[config.mk]
export PLATFORM = sky130hd
export DESIGN_NAME = staircase_pacing_stimulus_timer_top
export DESIGN_NICKNAME = d
export VERILOG_FILES = /design/src/sv/spst_pkg.sv /design/src/sv/spst_cfg.sv /design/src/sv/spst_core.sv /design/src/sv/staircase_pacing_stimulus_timer_top.sv
export SDC_FILE = /design/constraint.sdc
export NUM_CORES = 1
export LEC_CHECK = 0
export BUFFER_PORTS_ARGS = -buffer_cell sky130_fd_sc_hd__buf_4
export CAP_MARGIN = 20
export CORE_ASPECT_RATIO = 0.9
export CORE_UTILIZATION = 45
export CTS_CLUSTER_DIAMETER = 30
export DETAILED_ROUTE_END_ITERATION = 6
export GPL_TIMING_DRIVEN = 0
export PLACE_DENSITY = 0.69
export SYNTH_ARGS = -nofsm -noshare
export SYNTH_HDL_FRONTEND = slang
export SYNTH_HIERARCHICAL = 1
export SYNTH_SLANG_ARGS = --single-unit
[constraint.sdc]
create_clock -name clk -period 5.8 [get_ports clk]
set_input_delay 0.87 -clock clk [delete_from_list [all_inputs] [get_ports clk]]
set_output_delay 0.87 -clock clk [all_outputs]
set_load 0.005 [all_outputs]
[src/sv/spst_pkg.sv]
// ----------------------------------------------------------------------------
// spst_pkg
// shared types and constants for the staircase pacing stimulus timer
// ----------------------------------------------------------------------------
package spst_pkg;

  // phase counter width
  localparam int TICK_BITS = 16;
  // width of configuration values, period and beat counter
  localparam int VAL_W     = 16;
  // compare width wide enough for phase + 1 and offset + length
  localparam int CMP_W     = (TICK_BITS + 1 > VAL_W + 1) ? TICK_BITS + 1 : VAL_W + 1;
  localparam int IDX_W     = 3;

  // register indexes on the configuration port
  typedef enum logic [IDX_W-1:0] {
    REG_PULSE_OFFSET     = 3'd0,
    REG_PULSE_LENGTH     = 3'd1,
    REG_FIRST_PERIOD     = 3'd2,
    REG_LAST_PERIOD      = 3'd3,
    REG_PERIOD_DECREMENT = 3'd4,
    REG_CYCLES_PER_STAGE = 3'd5
  } reg_idx_t;

  // reset values
  localparam logic [VAL_W-1:0] PULSE_OFFSET_RST     = 16'd0;
  localparam logic [VAL_W-1:0] PULSE_LENGTH_RST     = 16'd4;
  localparam logic [VAL_W-1:0] FIRST_PERIOD_RST     = 16'd1000;
  localparam logic [VAL_W-1:0] LAST_PERIOD_RST      = 16'd300;
  localparam logic [VAL_W-1:0] PERIOD_DECREMENT_RST = 16'd50;
  localparam logic [VAL_W-1:0] CYCLES_PER_STAGE_RST = 16'd10;

  typedef struct packed {
    logic [VAL_W-1:0] pulse_offset;
    logic [VAL_W-1:0] pulse_length;
    logic [VAL_W-1:0] first_period;
    logic [VAL_W-1:0] last_period;
    logic [VAL_W-1:0] period_decrement;
    logic [VAL_W-1:0] cycles_per_stage;
  } cfg_t;

  typedef struct packed {
    logic             final_stage;
    logic [VAL_W-1:0] period_now;
    logic             stim_active;
  } result_t;

  // zero reads as one
  function automatic logic [VAL_W-1:0] nonzero(input logic [VAL_W-1:0] v);
    return (v == '0) ? VAL_W'(1) : v;
  endfunction

endpackage

[src/sv/spst_cfg.sv]
// ----------------------------------------------------------------------------
// spst_cfg
// configuration register file, written one register per word
// ----------------------------------------------------------------------------
module spst_cfg (
  input  logic                    clk,
  input  logic                    rst,
  input  logic                    wr_en,
  input  logic [spst_pkg::IDX_W-1:0] wr_index,
  input  logic [spst_pkg::VAL_W-1:0] wr_data,
  output spst_pkg::cfg_t          cfg
);
  import spst_pkg::*;

  always_ff @(posedge clk) begin
    if (rst) begin
      cfg.pulse_offset     <= PULSE_OFFSET_RST;
      cfg.pulse_length     <= PULSE_LENGTH_RST;
      cfg.first_period     <= FIRST_PERIOD_RST;
      cfg.last_period      <= LAST_PERIOD_RST;
      cfg.period_decrement <= PERIOD_DECREMENT_RST;
      cfg.cycles_per_stage <= CYCLES_PER_STAGE_RST;
    end else if (wr_en) begin
      // indexes past the list are dropped
      unique case (wr_index)
        REG_PULSE_OFFSET:     cfg.pulse_offset     <= wr_data;
        REG_PULSE_LENGTH:     cfg.pulse_length     <= wr_data;
        REG_FIRST_PERIOD:     cfg.first_period     <= wr_data;
        REG_LAST_PERIOD:      cfg.last_period      <= wr_data;
        REG_PERIOD_DECREMENT: cfg.period_decrement <= wr_data;
        REG_CYCLES_PER_STAGE: cfg.cycles_per_stage <= wr_data;
        default: ;
      endcase
    end
  end

endmodule

[src/sv/spst_core.sv]
// ----------------------------------------------------------------------------
// spst_core
// protocol state and single-pass tick update, result formed combinationally
// ----------------------------------------------------------------------------
module spst_core (
  input  logic              clk,
  input  logic              rst,
  input  logic              step,
  input  logic              restart,
  input  spst_pkg::cfg_t    cfg,
  output spst_pkg::result_t res
);
  import spst_pkg::*;

  logic [TICK_BITS-1:0] phase_count, phase_count_next;
  logic [VAL_W-1:0]     beat_count, beat_count_next;
  logic [VAL_W-1:0]     period_reg, period_reg_next;
  logic                 at_last_stage, at_last_stage_next;

  logic [TICK_BITS-1:0] phase_eff;
  logic [VAL_W-1:0]     beat_eff;
  logic [VAL_W-1:0]     period_eff;
  logic                 last_eff;
  logic [VAL_W-1:0]     floor_p;
  logic [VAL_W-1:0]     stepped;
  logic                 cannot_step;
  logic [CMP_W-1:0]     phase_x, win_hi, next_x, period_x;
  logic                 beat_end;
  logic [VAL_W-1:0]     beat_inc;

  always_comb begin
    // restart clears the protocol before this tick
    phase_eff  = restart ? '0 : phase_count;
    beat_eff   = restart ? '0 : beat_count;
    period_eff = restart ? nonzero(cfg.first_period) : period_reg;

    floor_p     = nonzero(cfg.last_period);
    stepped     = period_eff - cfg.period_decrement;
    cannot_step = (period_eff <= floor_p) || (cfg.period_decrement == '0) ||
                  (cfg.period_decrement >= period_eff) || (stepped < floor_p);
    last_eff    = (!restart && at_last_stage) || cannot_step;

    // stimulus window, inclusive on both ends
    phase_x = CMP_W'(phase_eff);
    win_hi  = CMP_W'(cfg.pulse_offset) + CMP_W'(cfg.pulse_length);
    res.stim_active = (phase_x >= CMP_W'(cfg.pulse_offset)) && (phase_x <= win_hi);
    res.period_now  = period_eff;
    res.final_stage = last_eff;

    // beat ends at the period or at phase counter overflow
    next_x   = CMP_W'(phase_eff) + CMP_W'(1);
    period_x = CMP_W'(period_eff);
    beat_end = (next_x >= period_x) || next_x[TICK_BITS];
    beat_inc = beat_eff + VAL_W'(1);

    phase_count_next   = beat_end ? '0 : next_x[TICK_BITS-1:0];
    beat_count_next    = beat_eff;
    period_reg_next    = period_eff;
    at_last_stage_next = last_eff;
    if (beat_end) begin
      if (last_eff) begin
        beat_count_next = '0;
      end else if (beat_inc >= nonzero(cfg.cycles_per_stage)) begin
        beat_count_next = '0;
        period_reg_next = stepped;
      end else begin
        beat_count_next = beat_inc;
      end
    end
  end

  always_ff @(posedge clk) begin
    if (rst) begin
      phase_count   <= '0;
      beat_count    <= '0;
      period_reg    <= nonzero(FIRST_PERIOD_RST);
      at_last_stage <= 1'b0;
    end else if (step) begin
      phase_count   <= phase_count_next;
      beat_count    <= beat_count_next;
      period_reg    <= period_reg_next;
      at_last_stage <= at_last_stage_next;
    end
  end

`ifndef NO_ASSERTIONS
  a_period_nonzero: assert property (@(posedge clk) disable iff (rst)
    period_reg != '0)
    else $error("pacing period reached zero");

  // a frozen period only thaws on a restart tick
  a_frozen_holds: assert property (@(posedge clk) disable iff (rst)
    (at_last_stage && !(step && restart)) |=> at_last_stage)
    else $error("frozen period released without restart");

  a_phase_in_period: assert property (@(posedge clk) disable iff (rst)
    CMP_W'(phase_count) < CMP_W'(period_reg))
    else $error("phase ran past the period");
`endif

endmodule

[src/sv/staircase_pacing_stimulus_timer_top.sv]
// ----------------------------------------------------------------------------
// staircase_pacing_stimulus_timer_top
// staircase pacing stimulator: one tick word in, one result word out
// ----------------------------------------------------------------------------
// a result word is valid in the cycle after its tick word is accepted
// throughput: one tick word per cycle while the result stream is not stalled, set by the single output register
// the input side stays ready while the output register is empty or drained
// reset (rst, synchronous): registers take their reset values, protocol
// restarts at phase zero with the first period, output register empties
// ----------------------------------------------------------------------------
module staircase_pacing_stimulus_timer_top (
  input  logic        clk,
  input  logic        rst,
  // tick stream
  input  logic        s_axis_tvalid,
  output logic        s_axis_tready,
  input  logic [7:0]  s_axis_tdata,   // [0] restart, [7:1] zero
  // result stream
  output logic        m_axis_tvalid,
  input  logic        m_axis_tready,
  output logic [23:0] m_axis_tdata,   // [0] stim_active, [16:1] period_now,
                                      // [17] final_stage, [23:18] zero
  // configuration write channel
  input  logic        cfg_valid,
  output logic        cfg_ready,
  input  logic [spst_pkg::IDX_W-1:0] cfg_index,
  input  logic [spst_pkg::VAL_W-1:0] cfg_data
);
  import spst_pkg::*;

  cfg_t    cfg;
  result_t res;
  result_t out_word;
  logic    step;

  // register writes are taken every cycle
  assign cfg_ready = 1'b1;

  spst_cfg u_cfg (
    .clk      (clk),
    .rst      (rst),
    .wr_en    (cfg_valid && cfg_ready),
    .wr_index (cfg_index),
    .wr_data  (cfg_data),
    .cfg      (cfg)
  );

  // a tick advances the state in the same cycle its result is captured
  assign s_axis_tready = !m_axis_tvalid || m_axis_tready;
  assign step          = s_axis_tvalid && s_axis_tready;

  spst_core u_core (
    .clk     (clk),
    .rst     (rst),
    .step    (step),
    .restart (s_axis_tdata[0]),
    .cfg     (cfg),
    .res     (res)
  );

  // output register, valid flag is control and gets reset
  always_ff @(posedge clk) begin
    if (rst) begin
      m_axis_tvalid <= 1'b0;
    end else if (step) begin
      m_axis_tvalid <= 1'b1;
    end else if (m_axis_tready) begin
      m_axis_tvalid <= 1'b0;
    end
  end

  always_ff @(posedge clk) begin
    if (step) begin
      out_word <= res;
    end
  end

  assign m_axis_tdata = {6'd0, out_word};

endmodule
# Word-level counts from Yosys, hierarchy flattened
# Index checks and enable logic that the tools add are counted.
# Widths: inputs -> output; s select.
# word_totals
reg_bits	164
# classes
add_sub_neg	4
magnitude_cmp	7
eq_ne	5
muxes	15
reduce_logical	23
# ops
cell	n
$mux 16	13
$logic_not 16->1	4
$ge 16x16->1	3
$add 16x1->17 const B	1
$add 16x16->17	1
$ge 17x16->1	1
$le 16x17->1	1
$add 16x1->16 const B	1
$le 16x16->1	1
$lt 16x16->1	1
$sub 16x16->16	1
$reduce_and 2->1	6
$eq 3x2->1 const B	2
$eq 3x3->1 const B	2
$logic_or 1x1->1	6
$eq 3x1->1 const B	1
$logic_and 1x1->1	3
$logic_not 3->1	1
$logic_not 1->1	2
$mux 1	2
$reduce_bool 2->1	1

# Longest topological paths before layout
# Gate-level depths: netlist of the first run.
# logic_depth
ltp_word	10
depth_mapped	24
depth_no_buf	22

# Modules after synthesis
# Netlist of the first run, hierarchy kept.
# modules_own_cells
module	n_inst	cells_per_inst	area_each_um2	seq_area_each_um2
spst_core	1	846	6750.2	980.9
spst_cfg	1	352	3837.4	1921.8
staircase_pacing_stimulus_timer_top	1	32	655.6	560.5

# Worst setup path before layout of the first run
# Ideal clock, no wire load.
# synth_timing
path_kind	in2reg
startpoint	in s_axis_tdata[0]
endpoint	reg u_core.period_reg[0]
setup_ns	0.079
arrival_time_ns	5.781
required_time_ns	5.721
path_slack_ns	-0.060
stages	21
n_path_buf	4
cell_sequence	clkbuf_1 clkbuf_1 clkbuf_1 mux2_2 fa_1 a211oi_2 o21ai_2 a2111oi_2 o31ai_1 a21oi_1 xnor2_1 ha_1 nand4_1 nor4_1 nand3_1 a21oi_1 o211ai_2 nor3_4 buf_6 mux2_4 a211oi_2
# synth_rtl
item	line_no	text
start: declaration	staircase_pacing_stimulus_timer_top.sv:17	input logic [7:0] s_axis_tdata,
end signal: assignment	spst_core.sv:76	period_reg <= nonzero(FIRST_PERIOD_RST);
end signal: assignment	spst_core.sv:81	period_reg <= period_reg_next;
end: declaration	spst_core.sv:17	logic [VAL_W-1:0] period_reg, period_reg_next;

==> results of run 1 <==
## cell usage in the layout (no fill, tap or decap), types with 6 or more instances in the layout
| cell | n |
|---|---|
| a211oi_1 | 11 |
| a21o_1 | 19 |
| a21oi_1 | 62 |
| a22o_1 | 16 |
| and3_1 | 6 |
| buf_2 | 11 |
| buf_4 | 56 |
| clkbuf_1 | 24 |
| clkbuf_16 | 17 |
| conb_1 | 7 |
| dfxtp_1 | 146 |
| edfxtp_1 | 18 |
| ha_1 | 128 |
| inv_1 | 94 |
| mux2_2 | 11 |
| mux2i_1 | 112 |
| nand2_1 | 35 |
| nand2b_1 | 127 |
| nand3_1 | 43 |
| nand4_1 | 19 |
| nor2_1 | 66 |
| nor2b_1 | 28 |
| nor3_1 | 20 |
| nor4_1 | 15 |
| o21a_1 | 7 |
| o21ai_0 | 18 |
| xnor2_1 | 21 |
| xor2_1 | 31 |
## critical path: cells and delay by family
kind / cells / cell delay, ps
buffers and inverters: 5 / 960
AO/OA/AOI/OAI: 8 / 1540
multiplexers: 2 / 710
AND/OR/NAND/NOR: 6 / 1200
adder cells (fa/ha/maj): 2 / 660
## cells in the mapped netlist, types with 3 or more instances
| library cell | count | share of area |
|---|---|---|
| a22o_1 | 16 | 0.012 |
| nor4_1 | 17 | 0.0095 |
| xor2_1 | 31 | 0.024 |
| and4_1 | 4 | 0.0031 |
| nor2_1 | 66 | 0.022 |
| a41oi_1 | 5 | 0.0039 |
| buf_1 | 5 | 0.0017 |
| o31ai_1 | 4 | 0.0027 |
| o21bai_1 | 3 | 0.0020 |
| nand2b_1 | 127 | 0.071 |
| a21oi_1 | 64 | 0.028 |
| mux2_2 | 14 | 0.014 |
| a2111oi_0 | 4 | 0.0031 |
| nor4bb_1 | 3 | 0.0027 |
| xnor2_1 | 21 | 0.016 |
| and3_1 | 7 | 0.0039 |
| clkbuf_1 | 28 | 0.0093 |
| o21a_1 | 8 | 0.0053 |
| o211ai_1 | 5 | 0.0033 |
| dfxtp_1 | 146 | 0.26 |
| nor2b_1 | 28 | 0.016 |
| o31a_1 | 3 | 0.0023 |
| nand4_1 | 19 | 0.011 |
| nand3_1 | 43 | 0.019 |
| a211oi_2 | 3 | 0.0033 |
| mux2i_1 | 112 | 0.10 |
| or2_2 | 4 | 0.0022 |
| buf_4 | 10 | 0.0067 |
| buf_2 | 12 | 0.0053 |
| nand4b_1 | 4 | 0.0031 |
| a211o_1 | 3 | 0.0023 |
| o21ai_0 | 20 | 0.0089 |
| inv_1 | 94 | 0.031 |
| a21o_1 | 19 | 0.013 |
| ha_1 | 129 | 0.14 |
| a211oi_1 | 11 | 0.0073 |
| buf_6 | 5 | 0.0050 |
| o2111ai_1 | 3 | 0.0023 |
| nor3b_1 | 3 | 0.0020 |
| edfxtp_1 | 18 | 0.048 |
| nand4bb_1 | 3 | 0.0030 |
| nor3_1 | 20 | 0.0089 |
| nand2_1 | 35 | 0.012 |
## cells by family after synthesis
| group | after synthesis | share of synthesized area |
|---|---|---|
| other | 2 | 0.000668 |
| flip-flops | 164 | 0.308 |
| AND/OR/NAND/NOR | 398 | 0.201 |
| buffers and inverters | 155 | 0.0612 |
| multiplexers | 127 | 0.115 |
| AO/OA/AOI/OAI | 201 | 0.126 |
| XOR/XNOR | 52 | 0.0405 |
| adder cells (fa/ha/maj) | 131 | 0.147 |
## power breakdown
group          internal (mW)  leakage, nW  switching, mW
Sequential              1.18         1.34         0.0212
Clock                  0.568        0.274          0.529
Combinational          0.185         3.97          0.245
Total                   1.93         5.58          0.795
## final timing paths
path	start	end	slack, ps	depth (start not counted)
max reg2reg	u_cfg/cfg[55]	u_core/period_reg[0]	310	23
max	s_axis_tdata[0]	u_core/period_reg[0]	180	23
min	u_core/period_reg[10]	u_core/period_reg[10]	490	2
min reg2reg	u_core/period_reg[10]	u_core/period_reg[10]	490	2
## cell type report
| class | instances | area [um2] |
|---|---|---|
| inverter | 94 | 353 |
| tap | 336 | 420 |
| timing repair buffer | 46 | 358 |
| clock inverter | 15 | 140 |
| sequential | 164 | 3460 |
| fill | 2296 | 11700 |
| clock buffer | 17 | 425 |
| buffer | 60 | 353 |
| multi-input combinational | 916 | 7230 |
## what timing repair did
item | 4_1_cts | 5_1_grt
setup buffers | 1 | 5
gates resized for setup | 14 | 20
setup endpoints to repair | 34 | 32
pin swaps | 2 | 7
## routing by layer
layer / track usage / vias up / wire, um
met5: 0 / - / 0
met4: 0.0610 / 0 / 473
met3: 0.0633 / 33 / 2710
met2: 0.369 / 305 / 13200
met1: 0.368 / 4386 / 15200
li1: - / 4506 / -
==> run metrics, run 1 <==
status=completed; post-route ant nets=0; Clk Latency, worst-skew pair=440 ps; FP Rows=54; HP Class=reg -> reg; DR pass1 iterations=5; share of cells above drive strength 1=0.123; Max clock buf depth=2; total grt overflow=0; Synth async-reset ratio=0; Die ar.=25600 um2; Fmax=178 MHz; final cell count without fillers=1648; PnR Total Power=2.72 mW; Yosys warnings=6; Chip Height=152 um; Final Slew Violations=0; cts hold-fix bufs=0; Worst Tran Pin Value=691 ps; Slew HR=0.538; DIE WIDTH=169 um; CTS tree=yes; MaxCap Viol Count=0; Via Count=9230; Placed Instance Area=12000 um2; final hold slack=488 ps; Max stage delay cell, worst path=mux2_4; worst-path fanout max=16; crit path DAT=5970 ps; All-Layer GR Usage=0.252; Ant. Diodes=0; Initial DRC Count=820; Final setup viols=0; Post-DP HPWL=24500 um; Main synth FF type=dfxtp_1; post-DR wirelength/cell=19.2 um; final non-filler cell area=12700 um2; Post-Syn Area=11200 um2; I/O pin cnt=59; Reg clk slew, reported paths=70 ps; Placer Congestion=0.913; Hold Fails Final Rpt=0; final core occ=0.522; max incr delay on CP=390 ps; Crit path required time=6150 ps; Post-Place Cells=1611; core area=24400 um2; crit-path cells=buf_4, buf_8, clkbuf_4, mux2_4, ha_1, o21a_2, o21a_1, o211ai_1, buf_4, a311oi_2, o21ai_1, and3_2, nor2_1, ha_1, nand4_1, nor4_4, nand3_1, a21oi_2, o211ai_4, nor3_4, buf_6, mux2_4, a211oi_2; CP endpoint kind=register; syn avg cell area=9.14 um2; Setup WS post-layout=181 ps; WL final=31600 um; period utilization=0.969; DRC=0; Gate Count Post-Synth=1230; Synth Register Bits=164; largest reg by FF count=u_cfg/cfg; post-placement setup slack=-1460 ps; clock sink count=164; port bufs=40; Via density=5.60; Root Buffer=clkbuf_16; Distinct cells, synth=83; largest net degree at the start of global routing=20; CP Class=in -> reg; TritonCTS Buffers=17; H-tree depth=4; LEAKAGE=5.58 nW; max reg flops=96; Tmin final=5620 ps; first-pass GRT wire length=49500 um; initial antenna violation count=0; share of the yosys chip area belonging to registers=0.308; CP Launch Type=input pin; EDFF count, synth=18; Worst Skew=10.1 ps; power per cell area=214 nW/um2; nets@finish=1462; vias in the first global route=8950; Max VDD drop=168 uV; Initial Utilization=0.461; TNS Setup=0 ps; area grow syn2layout=13.3%
Power figures use the tool's default switching activity.
==> run 2, diff against run 1 <==
--- a/config.mk
+++ b/config.mk
@@ -5,14 +5,14 @@
 export SDC_FILE = /design/constraint.sdc
 export NUM_CORES = 1
 export LEC_CHECK = 0
-export BUFFER_PORTS_ARGS = -buffer_cell sky130_fd_sc_hd__buf_4
 export CAP_MARGIN = 20
 export CORE_ASPECT_RATIO = 0.9
 export CORE_UTILIZATION = 45
 export CTS_CLUSTER_DIAMETER = 30
 export DETAILED_ROUTE_END_ITERATION = 6
+export DONT_BUFFER_PORTS = 1
 export GPL_TIMING_DRIVEN = 0
-export PLACE_DENSITY = 0.69
+export PLACE_DENSITY = 0.67
 export SYNTH_ARGS = -nofsm -noshare
 export SYNTH_HDL_FRONTEND = slang
 export SYNTH_HIERARCHICAL = 1
==> run 2 against run 1 <==
Setup slack worse by 3.8 ps. Utilization fell by 1.3 points. Register-to-register slack got worse by 30 ps. Critical path type unchanged. Critical endpoint unchanged. Largest cell class unchanged.
==> run metrics, run 2 (synthesized netlist as in run 1, its figures left out) <==
max reg flops=96 (unchanged); HP Class=reg -> reg; hold depth=2 (unchanged); DR pass1 iterations=5 (unchanged); Chip Height=152 um (unchanged); Placer Congestion=0.943 (+3.3%); clock sink count=164 (unchanged); CP endpoint kind=register; post-DR wirelength/cell=19.7 um (+2.8%); largest reg by FF count=u_cfg/cfg; Crit path required time=6160 ps (about the same); I/O pin cnt=59 (unchanged); TNS Setup=0 ps (unchanged); Ant. Diodes=0 (unchanged); final hold slack=482 ps (-5.36 ps); Slew HR=0.467 (-0.0709); most common cell after layout, fill and taps aside=dfxtp_1; commonest cells after routing, fill and taps aside=146 x dfxtp_1, 128 x ha_1, 127 x nand2b_1; core area=24400 um2 (unchanged); Worst Tran Pin Value=797 ps (+106 ps); DIE WIDTH=169 um (unchanged); FP Rows=54 (unchanged); Root Buffer=clkbuf_16; post-placement setup slack=-1330 ps (+128 ps); Tmin final=5620 ps (+3.80 ps); TritonCTS Buffers=17 (unchanged); vias in the first global route=8606 (-3.8%); footprint of the multi-input gates=7200 um2 (-0.42%); nets@finish=1419 (-2.9%); Initial Utilization=0.461 (unchanged); Max VDD drop=191 uV (+14%); Final Slew Violations=0 (unchanged); number of fill cells=2305 (+0.39%); Setup WS post-layout=177 ps (-3.81 ps); MaxCap Viol Count=0 (unchanged); crit-path cells=clkbuf_4, clkbuf_8, buf_4, mux2_2, ha_1, o21a_2, o21a_1, o211ai_1, buf_4, a311oi_1, o21ai_1, and3_2, nor2_1, ha_1, nand4_1, nor4_4, nand3_1, a21oi_2, o211ai_4, nor3_4, buf_6, mux2_4, a211oi_2; worst-path fanout max=10 (-6); post-route ant nets=0 (unchanged); final core occ=0.510 (-0.0127); Reg clk slew, reported paths=70 ps (about the same); WL final=31700 um (+0.14%); Clk Latency, worst-skew pair=450 ps (about the same); R2R depth=23 (unchanged); LEAKAGE=5.39 nW (-3.4%); crit path DAT=5990 ps (+20 ps); Hold Fails Final Rpt=0 (unchanged); Fmax=178 MHz (about the same); largest net degree at the start of global routing=21 (+5.0%); port bufs=0 (-100%); final non-filler cell area=12400 um2 (-2.4%); share of cells above drive strength 1=0.0898 (-0.0329); max incr delay on CP=450 ps (+60 ps); Max clock buf depth=2 (unchanged); Placed Instance Area=11700 um2 (-2.5%); Final setup viols=0 (unchanged); first-pass GRT wire length=48800 um (-1.4%); Post-DP HPWL=24500 um (about the same); Initial DRC Count=858 (+4.6%); Die ar.=25600 um2 (unchanged); Worst Skew=13.8 ps (+3.77 ps); cts hold-fix bufs=0 (unchanged); Via Count=9200 (-0.33%); H-tree depth=4 (unchanged); power per cell area=221 nW/um2 (+3.6%); area taken by flip-flops and latches=3460 um2 (unchanged); flop-to-flop setup slack=280 ps (-30 ps); Via density=5.73 (+2.3%); CP Class=in -> reg; initial antenna violation count=0 (unchanged); Max stage delay cell, worst path=mux2_2; CTS tree=yes; total grt overflow=0 (unchanged); status=completed; period utilization=0.969 (about the same); All-Layer GR Usage=0.251 (-0.000883); CP Launch Type=input pin; DRC=0 (unchanged); area grow syn2layout=10.5%
==> run 2: cell types whose count changed in the layout (fill, tap and decap cells not counted), sizes merged <==
cell / delta
clkinv: +3
inv: -1
clkinvlp: -2
clkbuf: +1
buf: -44
==> run 2: final timing paths <==
kind	start	endpoint
setup / recovery	s_axis_tdata[0]	u_core/period_reg[0]
hold / removal	u_cfg/cfg[67]	u_cfg/cfg[67]
setup reg to reg	u_cfg/cfg[56]	u_core/period_reg[0]
hold reg to reg	u_cfg/cfg[67]	u_cfg/cfg[67]
==> run 2: area by class of cell <==
| cell class | instances | share of cell area |
|---|---|---|
| plain buffers | 61 | 0.0287 |
| multi-input cells | 916 | 0.579 |
| flip-flops and latches | 164 | 0.279 |
| inverters | 94 | 0.0284 |
| repair buffers | 2 | 0.00121 |
| clock buffers | 17 | 0.0342 |
| clock inverters | 15 | 0.0160 |
| well taps | 336 | 0.0338 |
==> run 2: timing repair <==
item | CTS | global route
endpoints found under the hold margin | 0 | 0
setup buffers | 0 | 2
endpoints found under the setup margin | 34 | 32
resized for setup | 19 | 10
pin swaps | 1 | 7
==> run 2: layer usage <==
metal | GRT usage | share of wire | wire (um) | vias up
met5 | 0 | 0 | 0 | -
met4 | 0.0723 | 0.015 | 477 | 0
met3 | 0.0474 | 0.080 | 2520 | 28
met2 | 0.352 | 0.41 | 12900 | 356
met1 | 0.384 | 0.50 | 15800 | 4385
li1 | - | - | - | 4431
==> run 2: per-stage QoR <==
step / cells / power (mW)
final: 1605 / 2.75
after global routing: 1605 / 2.85
after CTS: 1603 / 2.76
after detailed placement: 1571 / 1.58
after global placement: 1571 / 1.57
after floorplan: 1235 / 1.48
==> run 2: worst max-delay path, delay by kind of cell <==
family | cells | cell delay [ps]
AO/OA/AOI/OAI | 8 | 1550
AND/OR/NAND/NOR | 6 | 1150
buffers and inverters | 5 | 940
multiplexers | 2 | 770
adder cells (fa/ha/maj) | 2 | 680
==> run 2: where the power goes <==
group          internal, mW  switching [mW]
sequential             1.18          0.0232
clock                 0.593           0.580
combinational         0.150           0.230
total                  1.92           0.833
==> run 3, diff against run 2 <==
--- a/config.mk
+++ b/config.mk
@@ -12,7 +12,7 @@
 export DETAILED_ROUTE_END_ITERATION = 6
 export DONT_BUFFER_PORTS = 1
 export GPL_TIMING_DRIVEN = 0
-export PLACE_DENSITY = 0.67
+export PLACE_DENSITY = 0.65
 export SYNTH_ARGS = -nofsm -noshare
 export SYNTH_HDL_FRONTEND = slang
 export SYNTH_HIERARCHICAL = 1
==> constraint.sdc (replaced) <==
create_clock -name clk -period 6.05 [get_ports clk]
set_input_delay 0.9075 -clock clk [delete_from_list [all_inputs] [get_ports clk]]
set_output_delay 0.9075 -clock clk [all_outputs]
set_load 0.005 [all_outputs]
==> run 3 against run 2 <==
Sequential cell count is the same. Final cell count is the same. Sequential power shrank 4%. Register-to-register slack gained 50 ps. Critical path type unchanged. Critical endpoint unchanged. Largest cell class unchanged. Largest power group unchanged. Highest routed layer unchanged.
==> run metrics, run 3 (synthesized netlist as in run 1, its figures left out) <==
status=completed; post-DR wirelength/cell=20.0 um (+1.3%); CP Launch Type=input pin; Via Count=9224 (+0.26%); final cell count without fillers=1605 (unchanged); Top Usage Layer GRT=met1; Hold Fails Final Rpt=0 (unchanged); Worst Tran Pin Value=720 ps (-77.5 ps); area grow syn2layout=10.1%; crit path from=s_axis_tdata[0]; FP Rows=54 (unchanged); Initial DRC Count=804 (-6.3%); max incr delay on CP=460 ps (about the same); DRC=0 (unchanged); Initial Utilization=0.461 (unchanged); MaxCap Viol Count=0 (unchanged); routing usage on met1=0.388 (+0.00330); I/O pin cnt=59 (unchanged); crit path to=u_core/period_reg[0]; Root Buffer=clkbuf_16; CP Class=in -> reg; Max stage delay cell, worst path=mux2_2; most common cell after layout, fill and taps aside=dfxtp_1; CP endpoint kind=register; LEAKAGE=5.38 nW (-0.29%); max reg flops=96 (unchanged); post-route ant nets=0 (unchanged); Final Slew Violations=0 (unchanged); period utilization=0.975; All-Layer GR Usage=0.256 (+0.00523); core area=24400 um2 (unchanged); CP delay by family, top=compound AO/OA/AOI/OAI gates; initial antenna violation count=0 (unchanged); DR pass1 iterations=5 (unchanged); Reg clk slew, reported paths=80 ps (about the same); met2 Resource Use GR=0.361 (+0.00889); largest reg by FF count=u_cfg/cfg; HP Class=reg -> reg; Clk Latency, worst-skew pair=450 ps (about the same); share of cells above drive strength 1=0.0875 (-0.00236); vias in the first global route=8770 (+1.9%); Ant. Diodes=0 (unchanged); Max VDD drop=130 uV (-32%); met3 Use GR=0.0570 (+0.00964); Chip Height=152 um (unchanged); commonest cells after routing, fill and taps aside=146 x dfxtp_1, 128 x ha_1, 127 x nand2b_1; cts hold-fix bufs=0 (unchanged); DIE WIDTH=169 um (unchanged); Critical Path Stages=22 (-4.3%); Worst Skew=13.4 ps (-0.426 ps); CTS tree=yes; power per cell area=212 nW/um2 (-4.3%); port bufs=0 (unchanged); reg2reg end=u_core/period_reg[0]; Slew HR=0.519 (+0.0520); Final setup viols=0 (unchanged); crit path DAT=6260 ps (+270 ps); flop-to-flop setup slack=330 ps (+50 ps); total grt overflow=0 (unchanged); worst-path fanout max=10 (unchanged); Via density=5.75 (+0.26%); R2R depth=23 (unchanged); Die ar.=25600 um2 (unchanged); Tmin final=5900 ps; clock sink count=164 (unchanged); Fmax=170 MHz; Max clock buf depth=2 (unchanged); Placer Congestion=0.934 (-0.95%); largest net degree at the start of global routing=20 (-4.8%); PnR Total Power=2.62 mW (-4.6%); Critical path buffers and inverters=4 (-1); crit-path cells=buf_2, buf_6, clkbuf_4, mux2_2, ha_1, o21a_1, o21a_1, o211ai_1, a311oi_1, o21ai_1, and3_1, nor2_1, ha_1, nand4_1, nor4_4, nand3_1, a21oi_2, o211ai_4, nor3_4, buf_6, mux2_4, a211oi_2; Post-Place Cells=1571 (unchanged); worst reg2reg path startpoint=u_cfg/cfg[58]; Crit path required time=6420 ps (+260 ps); nets@finish=1419 (unchanged); WL final=32100 um (+1.3%); H-tree depth=4 (unchanged); Post-DP HPWL=24700 um (+0.88%); TritonCTS Buffers=17 (unchanged); first-pass GRT wire length=49900 um (+2.2%)
[run 3: report_power, final]
group          switching [mW]  internal [mW]
Clock                   0.549          0.560
Sequential             0.0219           1.13
Combinational           0.223          0.144
[run 3: how the worst min path moves through the flow]
| stage | from | end | slack, ps | cells after the start |
|---|---|---|---|---|
| finish | u_cfg/cfg[71] | u_cfg/cfg[71] | 480 | 2 |
| global route | rst | m_axis_tvalid | 490 | 1 |
| CTS | u_cfg/cfg[71] | u_cfg/cfg[71] | 490 | 2 |
| detailed placement | u_cfg/cfg[71] | u_cfg/cfg[71] | 470 | 2 |
| global placement | u_cfg/cfg[69] | u_cfg/cfg[69] | 460 | 2 |
| floorplan | u_core/phase_count[1] | u_core/phase_count[1] | 450 | 2 |
[run 3: area by class of cell]
type,instances,area [um2]
flip-flops and latches,164,3460
inverters,94,353
fillers,2305,12000
clock buffers,17,425
clock inverters,15,180
well taps,336,420
multi-input cells,916,7170
plain buffers,61,352
repair buffers,2,15.0
[run 3: worst register-to-register path: stages, from the launching register on]
cell and delay [ps]:
dfxtp_1 450, nor4_1 110, a41oi_1 310, nand2_1 110
o21ai_2 140, ha_1 230, inv_1 60, fa_1 440
a211oi_2 310, o21ai_2 140, a2111oi_4 480, o31ai_1 130
a21oi_1 200, xnor2_1 140, ha_1 320, nand4_1 230
nor4_4 350, nand3_1 140, a21oi_2 210, o211ai_4 180
nor3_4 240, buf_6 190, mux2_4 320, a211oi_2 200
[run 3: what timing repair did]
| item | in CTS | in global routing |
|---|---|---|
| gates resized for setup | 14 | 11 |
| setup endpoints to repair | 34 | 26 |
| setup buffers | 0 | 2 |
| pin swaps | 0 | 5 |
[run 3: metal layers]
layer  part of all wire  wire length (um)  up-vias
met2               0.41             13000      328
met4              0.019               602        0
met3              0.079              2540       42
met1               0.50             15900     4431
li1                   -                 -     4423
met5                  0                 0        -
[run 3: metrics by stage]
stage | worst slack, ps | TNS, ps | instance area [um2] | hold slack (ps) | util
2_1_floorplan | 153 | 0 | 11300 | 450 | -
3_3_place_gp | -1380 | -41390 | 11700 | 464 | 0.479
3_5_place_dp | -1410 | -42530 | 11700 | 469 | 0.479
4_1_cts | 5.33 | 0 | 12300 | 486 | 0.506
5_1_grt | -2.27 | -2.27 | 12400 | 493 | 0.508
6_report | 153 | 0 | 12400 | 484 | 0.508
